--- src/hw/rtl/irpw_pkg.sv ---
// ----------------------------------------------------------------------------
// irpw_pkg
// Shared types, constants and the remote key table for the IR pulse width
// decoder.
// ----------------------------------------------------------------------------
package irpw_pkg;

	// Default sizes
	localparam int MAX_PAIRS_DEF = 200;
	localparam int CODE_BITS_DEF = 32;

	// Field widths
	localparam int TICK_W  = 14;
	localparam int PAIR_W  = 8;
	localparam int OCODE_W = 32;
	localparam int KEY_W   = 5;
	localparam int REG_W   = 32;
	localparam int IDX_W   = 3;

	localparam logic [TICK_W-1:0] RUN_MAX = 14'h3fff;

	// Register indexes
	localparam logic [IDX_W-1:0] REG_BIT_THRESHOLD = 3'd0;
	localparam logic [IDX_W-1:0] REG_GAP_LIMIT     = 3'd1;
	localparam logic [IDX_W-1:0] REG_RED_CODE      = 3'd2;
	localparam logic [IDX_W-1:0] REG_GREEN_CODE    = 3'd3;
	localparam logic [IDX_W-1:0] REG_BLUE_CODE     = 3'd4;

	// Register reset values
	localparam logic [TICK_W-1:0]  BIT_THRESHOLD_RST = 14'd500;
	localparam logic [TICK_W-1:0]  GAP_LIMIT_RST     = 14'd10000;
	localparam logic [OCODE_W-1:0] RED_CODE_RST      = 32'hc03fcc33;
	localparam logic [OCODE_W-1:0] GREEN_CODE_RST    = 32'hc03fc639;
	localparam logic [OCODE_W-1:0] BLUE_CODE_RST     = 32'hc03fdea1;

	// Key table
	localparam int KEY_COUNT = 21;
	localparam logic [KEY_W-1:0] KEY_UNKNOWN = 5'd21;

	typedef logic [OCODE_W-1:0] key_table_t [KEY_COUNT];
	localparam key_table_t KEY_TABLE = '{
		32'hc03fe897, 32'hc03fcc33, 32'hc03fd8a7, 32'hc03ff887, 32'hc03fc8b7,
		32'hc03fc0bf, 32'hc03ff08f, 32'hc03ff807, 32'hc03fea15, 32'hc03fe41b,
		32'hc03fda25, 32'hc03fc639, 32'hc03fdea1, 32'hc03fc43b, 32'hc03fce31,
		32'hc03fd6a9, 32'hc03fd0af, 32'hc03fd2ad, 32'hc03fd4ab, 32'hc03fe619,
		32'hc03fec13
	};

	// Queue between front and back
	localparam int QUEUE_DEPTH = 4;
	localparam int QPTR_W      = $clog2(QUEUE_DEPTH);

	// One finished frame
	typedef struct packed {
		logic [OCODE_W-1:0] code;
		logic [PAIR_W-1:0]  pairs;
	} frame_t;

	// Queue status
	typedef struct packed {
		logic full;
		logic empty;
	} queue_stat_t;

	// LED match codes
	typedef struct packed {
		logic [OCODE_W-1:0] red;
		logic [OCODE_W-1:0] green;
		logic [OCODE_W-1:0] blue;
	} led_codes_t;

	// Result beat
	typedef struct packed {
		logic               blue_on;
		logic               green_on;
		logic               red_on;
		logic [PAIR_W-1:0]  pair_count;
		logic [KEY_W-1:0]   key_index;
		logic [OCODE_W-1:0] ir_code;
	} result_t;

	// First matching key wins; unknown when none matches
	function automatic logic [KEY_W-1:0] key_lookup(input logic [OCODE_W-1:0] code);
		logic [KEY_W-1:0] key;
		key = KEY_UNKNOWN;
		for (int k = KEY_COUNT - 1; k >= 0; k--) begin
			if (KEY_TABLE[k] == code)
				key = KEY_W'(k);
		end
		return key;
	endfunction

endpackage

--- src/hw/rtl/irpw_front.sv ---
// ----------------------------------------------------------------------------
// irpw_front
// Times high and low runs per sample tick, collects code bits and hands each
// finished frame to the queue.
// ----------------------------------------------------------------------------
module irpw_front #(
	parameter int MAX_PAIRS = irpw_pkg::MAX_PAIRS_DEF,
	parameter int CODE_BITS = irpw_pkg::CODE_BITS_DEF
) (
	input  logic                        clk,
	input  logic                        arst_n,
	input  logic                        in_valid,
	output logic                        in_ready,
	input  logic                        level,
	input  logic [irpw_pkg::TICK_W-1:0] bit_threshold,
	input  logic [irpw_pkg::TICK_W-1:0] gap_limit,
	input  irpw_pkg::queue_stat_t       qstat,
	output logic                        push,
	output irpw_pkg::frame_t            push_frame
);

	localparam int POS_W = (CODE_BITS > 1) ? $clog2(CODE_BITS) : 1;

	logic                        phase_q;
	logic [irpw_pkg::TICK_W-1:0] run_q;
	logic [irpw_pkg::PAIR_W-1:0] pair_q;
	logic [CODE_BITS-1:0]        code_q;

	logic                        accept;
	logic                        phase_n;
	logic [irpw_pkg::TICK_W-1:0] run_n;
	logic [irpw_pkg::PAIR_W-1:0] pair_n;
	logic [CODE_BITS-1:0]        code_n;
	logic [POS_W-1:0]            pos;
	logic                        bit_val;
	logic                        done;

	// stall only when the queue has no room
	assign in_ready = !qstat.full;
	assign accept   = in_valid && in_ready;

	// next state for one sample
	always_comb begin
		phase_n = phase_q;
		run_n   = run_q;
		pair_n  = pair_q;
		code_n  = code_q;
		pos     = POS_W'(CODE_BITS - 1) - pair_q[POS_W-1:0];
		bit_val = !(run_q != '0 && run_q < bit_threshold);
		if (!phase_q && !level) begin
			// high run ends: store its bit
			if (pair_q < irpw_pkg::PAIR_W'(CODE_BITS))
				code_n[pos] = bit_val;
			phase_n = 1'b1;
			run_n   = '0;
		end else if (phase_q && level) begin
			// low run ends: pair complete
			pair_n  = pair_q + 1'b1;
			phase_n = 1'b0;
			run_n   = '0;
		end
		if (run_n != irpw_pkg::RUN_MAX)
			run_n = run_n + 1'b1;
		done = (run_n >= gap_limit && pair_n != '0)
			|| pair_n == irpw_pkg::PAIR_W'(MAX_PAIRS);
	end

	assign push             = accept && done;
	assign push_frame.code  = irpw_pkg::OCODE_W'(code_n);
	assign push_frame.pairs = pair_n;

	// run timing state
	always_ff @(posedge clk or negedge arst_n) begin
		if (!arst_n) begin
			phase_q <= 1'b0;
			run_q   <= '0;
			pair_q  <= '0;
			code_q  <= '0;
		end else if (accept) begin
			code_q <= code_n;
			if (done) begin
				phase_q <= 1'b0;
				run_q   <= '0;
				pair_q  <= '0;
			end else begin
				phase_q <= phase_n;
				run_q   <= run_n;
				pair_q  <= pair_n;
			end
		end
	end

endmodule

--- src/hw/rtl/irpw_queue.sv ---
// ----------------------------------------------------------------------------
// irpw_queue
// Short first-in first-out queue of finished frames between front and back.
// ----------------------------------------------------------------------------
module irpw_queue (
	input  logic                  clk,
	input  logic                  arst_n,
	input  logic                  push,
	input  irpw_pkg::frame_t      push_frame,
	input  logic                  pop,
	output irpw_pkg::frame_t      pop_frame,
	output irpw_pkg::queue_stat_t qstat
);

	irpw_pkg::frame_t              mem_q [irpw_pkg::QUEUE_DEPTH];
	logic [irpw_pkg::QPTR_W-1:0]   wr_ptr_q;
	logic [irpw_pkg::QPTR_W-1:0]   rd_ptr_q;
	logic [irpw_pkg::QPTR_W:0]     count_q;

	assign qstat.full  = count_q == (irpw_pkg::QPTR_W+1)'(irpw_pkg::QUEUE_DEPTH);
	assign qstat.empty = count_q == '0;
	assign pop_frame   = mem_q[rd_ptr_q];

	// storage, no reset needed
	always_ff @(posedge clk) begin
		if (push)
			mem_q[wr_ptr_q] <= push_frame;
	end

	// pointers and fill level
	always_ff @(posedge clk or negedge arst_n) begin
		if (!arst_n) begin
			wr_ptr_q <= '0;
			rd_ptr_q <= '0;
			count_q  <= '0;
		end else begin
			if (push)
				wr_ptr_q <= wr_ptr_q + 1'b1;
			if (pop)
				rd_ptr_q <= rd_ptr_q + 1'b1;
			if (push && !pop)
				count_q <= count_q + 1'b1;
			else if (pop && !push)
				count_q <= count_q - 1'b1;
		end
	end

endmodule

--- src/hw/rtl/irpw_back.sv ---
// ----------------------------------------------------------------------------
// irpw_back
// Looks up the key, toggles the LEDs and holds the result beat until taken.
// ----------------------------------------------------------------------------
module irpw_back (
	input  logic                  clk,
	input  logic                  arst_n,
	input  irpw_pkg::queue_stat_t qstat,
	input  irpw_pkg::frame_t      frame,
	output logic                  pop,
	input  irpw_pkg::led_codes_t  codes,
	output logic                  out_valid,
	input  logic                  out_ready,
	output irpw_pkg::result_t     result
);

	logic [2:0]        led_q;
	logic [2:0]        led_n;
	logic              valid_q;
	irpw_pkg::result_t result_q;

	// take a frame when the output register is free or being emptied
	assign pop = !qstat.empty && (!valid_q || out_ready);

	// first matching LED register toggles
	always_comb begin
		led_n = led_q;
		if (frame.code == codes.red)
			led_n[0] = !led_q[0];
		else if (frame.code == codes.green)
			led_n[1] = !led_q[1];
		else if (frame.code == codes.blue)
			led_n[2] = !led_q[2];
	end

	// control and LED state
	always_ff @(posedge clk or negedge arst_n) begin
		if (!arst_n) begin
			valid_q <= 1'b0;
			led_q   <= '0;
		end else begin
			if (pop) begin
				valid_q <= 1'b1;
				led_q   <= led_n;
			end else if (out_ready) begin
				valid_q <= 1'b0;
			end
		end
	end

	// result payload
	always_ff @(posedge clk) begin
		if (pop) begin
			result_q.ir_code    <= frame.code;
			result_q.key_index  <= irpw_pkg::key_lookup(frame.code);
			result_q.pair_count <= frame.pairs;
			result_q.red_on     <= led_n[0];
			result_q.green_on   <= led_n[1];
			result_q.blue_on    <= led_n[2];
		end
	end

	assign out_valid = valid_q;
	assign result    = result_q;

endmodule

--- src/hw/rtl/ir_pulse_width_decoder_unit.sv ---
// ----------------------------------------------------------------------------
// ir_pulse_width_decoder_unit
// IR remote pulse width decoder: one pin sample per beat in, one result
// beat per finished frame out.
// ----------------------------------------------------------------------------
// Throughput: one sample beat per clock; the front run timer takes a sample
// every cycle while the frame queue has room.
// Path: the result of the sample that ends a frame reaches m_tdata through
// the queue write, then the back output register.
// Reset: arst_n clears run timer, pair count, code bits, LEDs and queue, and
// loads the register defaults; no clearing pass.
module ir_pulse_width_decoder_unit #(
	parameter int MAX_PAIRS = irpw_pkg::MAX_PAIRS_DEF,
	parameter int CODE_BITS = irpw_pkg::CODE_BITS_DEF
) (
	input  logic        clk,
	input  logic        arst_n,
	// sample beats
	input  logic        s_tvalid,
	output logic        s_tready,
	input  logic [7:0]  s_tdata,   // [0] ir_level, [7:1] zero
	// result beats
	output logic        m_tvalid,
	input  logic        m_tready,
	output logic [47:0] m_tdata,   // [31:0] ir_code, [36:32] key_index,
	                               // [44:37] pair_count, [45] red_on,
	                               // [46] green_on, [47] blue_on
	// register writes
	input  logic                          wr_en,
	input  logic [irpw_pkg::IDX_W-1:0]    wr_index,
	input  logic [irpw_pkg::REG_W-1:0]    wr_data
);

	logic [irpw_pkg::TICK_W-1:0] thr_q;
	logic [irpw_pkg::TICK_W-1:0] gap_q;
	irpw_pkg::led_codes_t        codes_q;

	logic                  push;
	logic                  pop;
	irpw_pkg::frame_t      push_frame;
	irpw_pkg::frame_t      pop_frame;
	irpw_pkg::queue_stat_t qstat;
	irpw_pkg::result_t     result;

	// configuration registers
	always_ff @(posedge clk or negedge arst_n) begin
		if (!arst_n) begin
			thr_q         <= irpw_pkg::BIT_THRESHOLD_RST;
			gap_q         <= irpw_pkg::GAP_LIMIT_RST;
			codes_q.red   <= irpw_pkg::RED_CODE_RST;
			codes_q.green <= irpw_pkg::GREEN_CODE_RST;
			codes_q.blue  <= irpw_pkg::BLUE_CODE_RST;
		end else if (wr_en) begin
			case (wr_index)
				irpw_pkg::REG_BIT_THRESHOLD: thr_q <= wr_data[irpw_pkg::TICK_W-1:0];
				irpw_pkg::REG_GAP_LIMIT:     gap_q <= wr_data[irpw_pkg::TICK_W-1:0];
				irpw_pkg::REG_RED_CODE:      codes_q.red <= wr_data;
				irpw_pkg::REG_GREEN_CODE:    codes_q.green <= wr_data;
				irpw_pkg::REG_BLUE_CODE:     codes_q.blue <= wr_data;
				default: ;
			endcase
		end
	end

	irpw_front #(
		.MAX_PAIRS (MAX_PAIRS),
		.CODE_BITS (CODE_BITS)
	) u_front (
		.clk           (clk),
		.arst_n        (arst_n),
		.in_valid      (s_tvalid),
		.in_ready      (s_tready),
		.level         (s_tdata[0]),
		.bit_threshold (thr_q),
		.gap_limit     (gap_q),
		.qstat         (qstat),
		.push          (push),
		.push_frame    (push_frame)
	);

	irpw_queue u_queue (
		.clk        (clk),
		.arst_n     (arst_n),
		.push       (push),
		.push_frame (push_frame),
		.pop        (pop),
		.pop_frame  (pop_frame),
		.qstat      (qstat)
	);

	irpw_back u_back (
		.clk       (clk),
		.arst_n    (arst_n),
		.qstat     (qstat),
		.frame     (pop_frame),
		.pop       (pop),
		.codes     (codes_q),
		.out_valid (m_tvalid),
		.out_ready (m_tready),
		.result    (result)
	);

	assign m_tdata = result;

	// no frame is written into a full queue
	assert property (@(posedge clk) disable iff (!arst_n) qstat.full |-> !push)
		else $error("frame queue overflow");

	// no read from an empty queue
	assert property (@(posedge clk) disable iff (!arst_n) qstat.empty |-> !pop)
		else $error("frame queue underflow");

	// every frame holds at least one pair and no more than the limit
	assert property (@(posedge clk) disable iff (!arst_n)
		m_tvalid |-> (result.pair_count != '0
			&& result.pair_count <= irpw_pkg::PAIR_W'(MAX_PAIRS)))
		else $error("pair count out of range");

	// key index is a table position or unknown
	assert property (@(posedge clk) disable iff (!arst_n)
		m_tvalid |-> result.key_index <= irpw_pkg::KEY_UNKNOWN)
		else $error("key index out of range");

endmodule
--- config.mk ---
export PLATFORM = sky130hd
export DESIGN_NAME = ir_pulse_width_decoder_unit
export DESIGN_NICKNAME = d
export VERILOG_FILES = /design/src/hw/rtl/irpw_pkg.sv /design/src/hw/rtl/irpw_front.sv /design/src/hw/rtl/irpw_queue.sv /design/src/hw/rtl/irpw_back.sv /design/src/hw/rtl/ir_pulse_width_decoder_unit.sv
export SDC_FILE = /design/constraint.sdc
export NUM_CORES = 1
export LEC_CHECK = 0
export ABC_AREA = 1
export BUFFER_PORTS_ARGS = -buffer_cell sky130_fd_sc_hd__buf_2
export CAP_MARGIN = 20
export CELL_PAD_IN_SITES_DETAIL_PLACEMENT = 2
export CELL_PAD_IN_SITES_GLOBAL_PLACEMENT = 2
export CORE_MARGIN = 2
export CORE_UTILIZATION = 28
export DETAILED_ROUTE_END_ITERATION = 10
export GPL_TIMING_DRIVEN = 0
export PLACE_DENSITY = 0.68
export SLEW_MARGIN = 10
export SYNTH_ARGS = -nofsm -noshare
export SYNTH_HDL_FRONTEND = slang
export SYNTH_SLANG_ARGS = --single-unit
--- constraint.sdc ---
create_clock -name clk -period 10.7 [get_ports clk]
set_clock_uncertainty 0.15 [all_clocks]
set_input_delay 0.535 -clock clk [delete_from_list [all_inputs] [get_ports clk]]
set_output_delay 0.535 -clock clk [all_outputs]
set_load 0.005 [all_outputs]
==> flow_summary_export.csv <==
group,metric,value,unit
floorplan,die_w,262,um
synthesis,ys_ff_latch,398,
run_status,status,"finished clean",
power_and_ir_drop,power_density,262,mW/mm^2
global_routing,first_global_vias,16000,
power_and_ir_drop,switching_share,38.6,%
placement,placed_cells,2894,
synthesis,synth_area,0.0187,mm^2
worst_setup_path,crit_family,"simple AND/OR/NAND/NOR gates",
job,drv_cap,0,
worst_setup_path,crit_top_cell,"ha_1",
clock_network,cts_hold_buf,2,
synthesis,syn_area_per_cell,9.69,um^2
synthesis,synthSimpleGateAreaFrac,19.5,%
worst_setup_path,path_class,"reg -> reg",
synthesis,ys_types,46,
synthesis,synth_warnings,0,
synthesis,synthTopCellsByArea,"edfxtp_1 (33%), dfrtp_1 (17%), nand2_1 (9.9%)",
power_and_ir_drop,peakVddDrop,0.127,mV
clock_network,clk_pin_slew,0.06,ns
floorplan,core_region_area,0.0660,mm^2
worst_setup_path,arrival,6.07,ns
layout,syn2layout_area_growth,17.9,%
worst_setup_path,path_max_fanout,10,
routing,dr.pass1.iters,4,
clock_network,cts_tree,"done",
synthesis,synth_edf_count,208,
synthesis,synth_top_area_cell,"edfxtp_1",
power_and_ir_drop,clkPwrFrac,27.3,%
global_routing,grt_remaining_overflow,0,
synthesis,synth_xor_area_share,4.63,%
clock_network,cts_max_path_buffers,3,
power_and_ir_drop,p_int,3550,uW
clock_network,postCtsSetupRepairBufs,0,
worst_setup_path,start_kind,"flop",
floorplan,initial_utilization,28.3,%
global_routing,grt_pass1_wl,95700,um
floorplan,ios,98,
clock_network,cts_made_buffers,46,
sta,rsz0062_at_grt,"false",
synthesis,synth_compound_area_share,7.83,%
sta,hold_viol,0,
floorplan,dieHeight,262,um
placement,gp_congestion,0.812,
layout,layout-drive-gt1-share,14.3,%
clock_network,clock_latency,0.59,ns
placement,portBuffers,90,
floorplan,placementRows,94,
routing,viasPerCell,4.79,
global_routing,antenna_found_initial,2,
floorplan,dieArea,0.0689,mm^2
global_routing,track_usage,17.9,%
power_and_ir_drop,p_comb_share,35.5,%
synthesis,synth_top_area_share,33.4,%
sta,relSlewSlack,44.7,%
sta,fin_crit_sh,53.8,%
power_and_ir_drop,seq_power_share,37.2,%
worst_setup_path,reg2reg_setup_slack,4.94,ns
routing,drtIter0Drc,744,
synthesis,synth_nets,2018,
min_path,hold_path_class,"in -> reg",
global_routing,grt_max_degree,104,
sta,max_freq,174,MHz
worst_setup_path,cpMaxStageDelayCell,"nor3_1",
synthesis,synth_top_family_by_area,"simple AND/OR/NAND/NOR gates",
routing,drc,0,
synthesis,synth.area.mux_share,0.0535,%
layout,antenna_cells,0,
worst_setup_path,critical_path_buf_inv_count,3,
worst_setup_path,critPathMaxStageDelay,0.41,ns
sta,slew_violations,0,
layout,final_common_cell,"nand2_1",
sta,max_slew.worst_pin.slew,0.827,ns
worst_setup_path,critPathRequiredTime,11.00,ns
placement,hpwl,45100,um
routing,wl_per_cell,20.4,um
worst_setup_path,cp-end-kind,"flop",
clock_network,cts_resized,0,
clock_network,root_buffer,"clkbuf_16",
clock_network,cts_max_level,2,
synthesis,synthArstFlopShare,47.7,%
layout,layout_common_cells,"nand2_1 (492), o21ai_0 (238), edfxtp_1 (208)",
power_and_ir_drop,p_leak,0.00933,uW
synthesis,syn-instance-count,1930,
clock_network,cts.sinks,398,
synthesis,ys_dominant_reg_cell,"edfxtp_1",
routing,ant_nets,0,
routing,finalWirelength,60800,um
layout,fin_nets,2168,
routing,vias,14300,
sta,fin_setup_tns,0,ns
synthesis,synthAdderAreaFrac,2.72,%
sta,fin_crit,5.76,ns
layout,final_cells,2981,
power_and_ir_drop,p_switching,2230,uW
synthesis,seq_area_frac_synth,59.2,%
sta,setup_violations,0,
==> Yosys cell counts, drive strengths merged, types with 2 or more instances <==
library cell    n
nand2         510
o21ai         247
edfxtp        208
inv           199
dfrtp         130
nand3         119
nor2          112
xor2           64
dfstp          60
nor3           43
ha             39
clkbuf         37
xnor2          34
nand4          32
buf            30
a21oi          19
o22ai          11
or2            10
nor4            8
nand3b          4
a31oi           3
o31ai           3
clkinv          2
==> sequential cells by signal, summed over array words and instances, names as in the netlist <==
signal            flops
u_front.phase_q       1
thr_q                14
u_front.code_q       32
u_queue.wr_ptr_q      2
gap_q                14
u_front.pair_q        8
u_queue.rd_ptr_q      2
u_queue.count_q       3
u_back.result        48
u_back.out_valid      1
u_queue.mem_q       160
u_back.led_q          3
codes_q              96
u_front.run_q        14
==> power by group through the flow <==
stage | clock (uW) | combinational [uW] | sequential (uW)
2_1_floorplan | 0 | 1260 | 2150
3_3_place_gp | 0 | 1970 | 2170
3_5_place_dp | 0 | 2090 | 2180
4_1_cts | 1620 | 2110 | 2150
5_1_grt | 1670 | 2310 | 2180
6_report | 1580 | 2050 | 2150
==> tightest hold or removal path: stages <==
cell     delay (ns)
buf_2          0.09
inv_1          0.09
o21ai_0        0.09
==> area by class of cell <==
| type | count | area [um^2] |
|---|---|---|
| clock buffers | 64 | 1300 |
| flip-flops and latches | 398 | 11100 |
| clock inverters | 21 | 184 |
| fillers | 7255 | 43900 |
| well taps | 864 | 1080 |
| plain buffers | 67 | 377 |
| multi-input cells | 1264 | 6530 |
| inverters | 201 | 756 |
| repair buffers | 102 | 733 |
==> kinds of logic after synthesis <==
group	count (synthesis)
AO/OA/AOI/OAI	285
XOR/XNOR	98
adder cells (fa/ha/maj)	40
buffers and inverters	268
flip-flops	398
multiplexers	1
AND/OR/NAND/NOR	840
==> final timing paths <==
kind                       cells past startpoint                           start                              to
max in group asynchronous                      3                          arst_n    u_back.out_valid$_DFFE_PN0P_
setup reg to reg                              25     u_front.phase_q$_DFFE_PN0P_  u_queue.count_q[2]$_DFFE_PN0P_
hold reg to reg                                2  u_front.code_q[29]$_DFFE_PN0P_  u_front.code_q[29]$_DFFE_PN0P_
hold / removal                                 3                     wr_data[30]         codes_q[62]$_DFFE_PN1P_
min in group asynchronous                      2                          arst_n         codes_q[91]$_DFFE_PN0P_
setup / recovery                              25     u_front.phase_q$_DFFE_PN0P_  u_queue.count_q[2]$_DFFE_PN0P_
==> metrics by stage <==
step	util (%)	setup slack (ns)	hold slack, ns	area (um^2)	power [uW]
floorplan	-	4.93	0.0894	18700	3410
global placement	30.7	2.36	0.310	20200	4140
detailed placement	31.1	4.63	0.321	20500	4270
CTS	33.4	4.90	0.0579	22000	5880
global route	33.4	4.44	0.110	22000	6170
finish	33.4	4.94	0.0842	22000	5780
==> metal layers <==
| metal | GRT usage [%] | part of all wire [%] | up-vias |
|---|---|---|---|
| li1 | - | - | 6698 |
| met1 | 22.0 | 44 | 7302 |
| met2 | 32.1 | 50 | 188 |
| met3 | 2.26 | 2.8 | 99 |
| met4 | 6.63 | 3.3 | 0 |
| met5 | 0 | 0 | - |
Note: power is estimated with default switching activity, not from simulation.
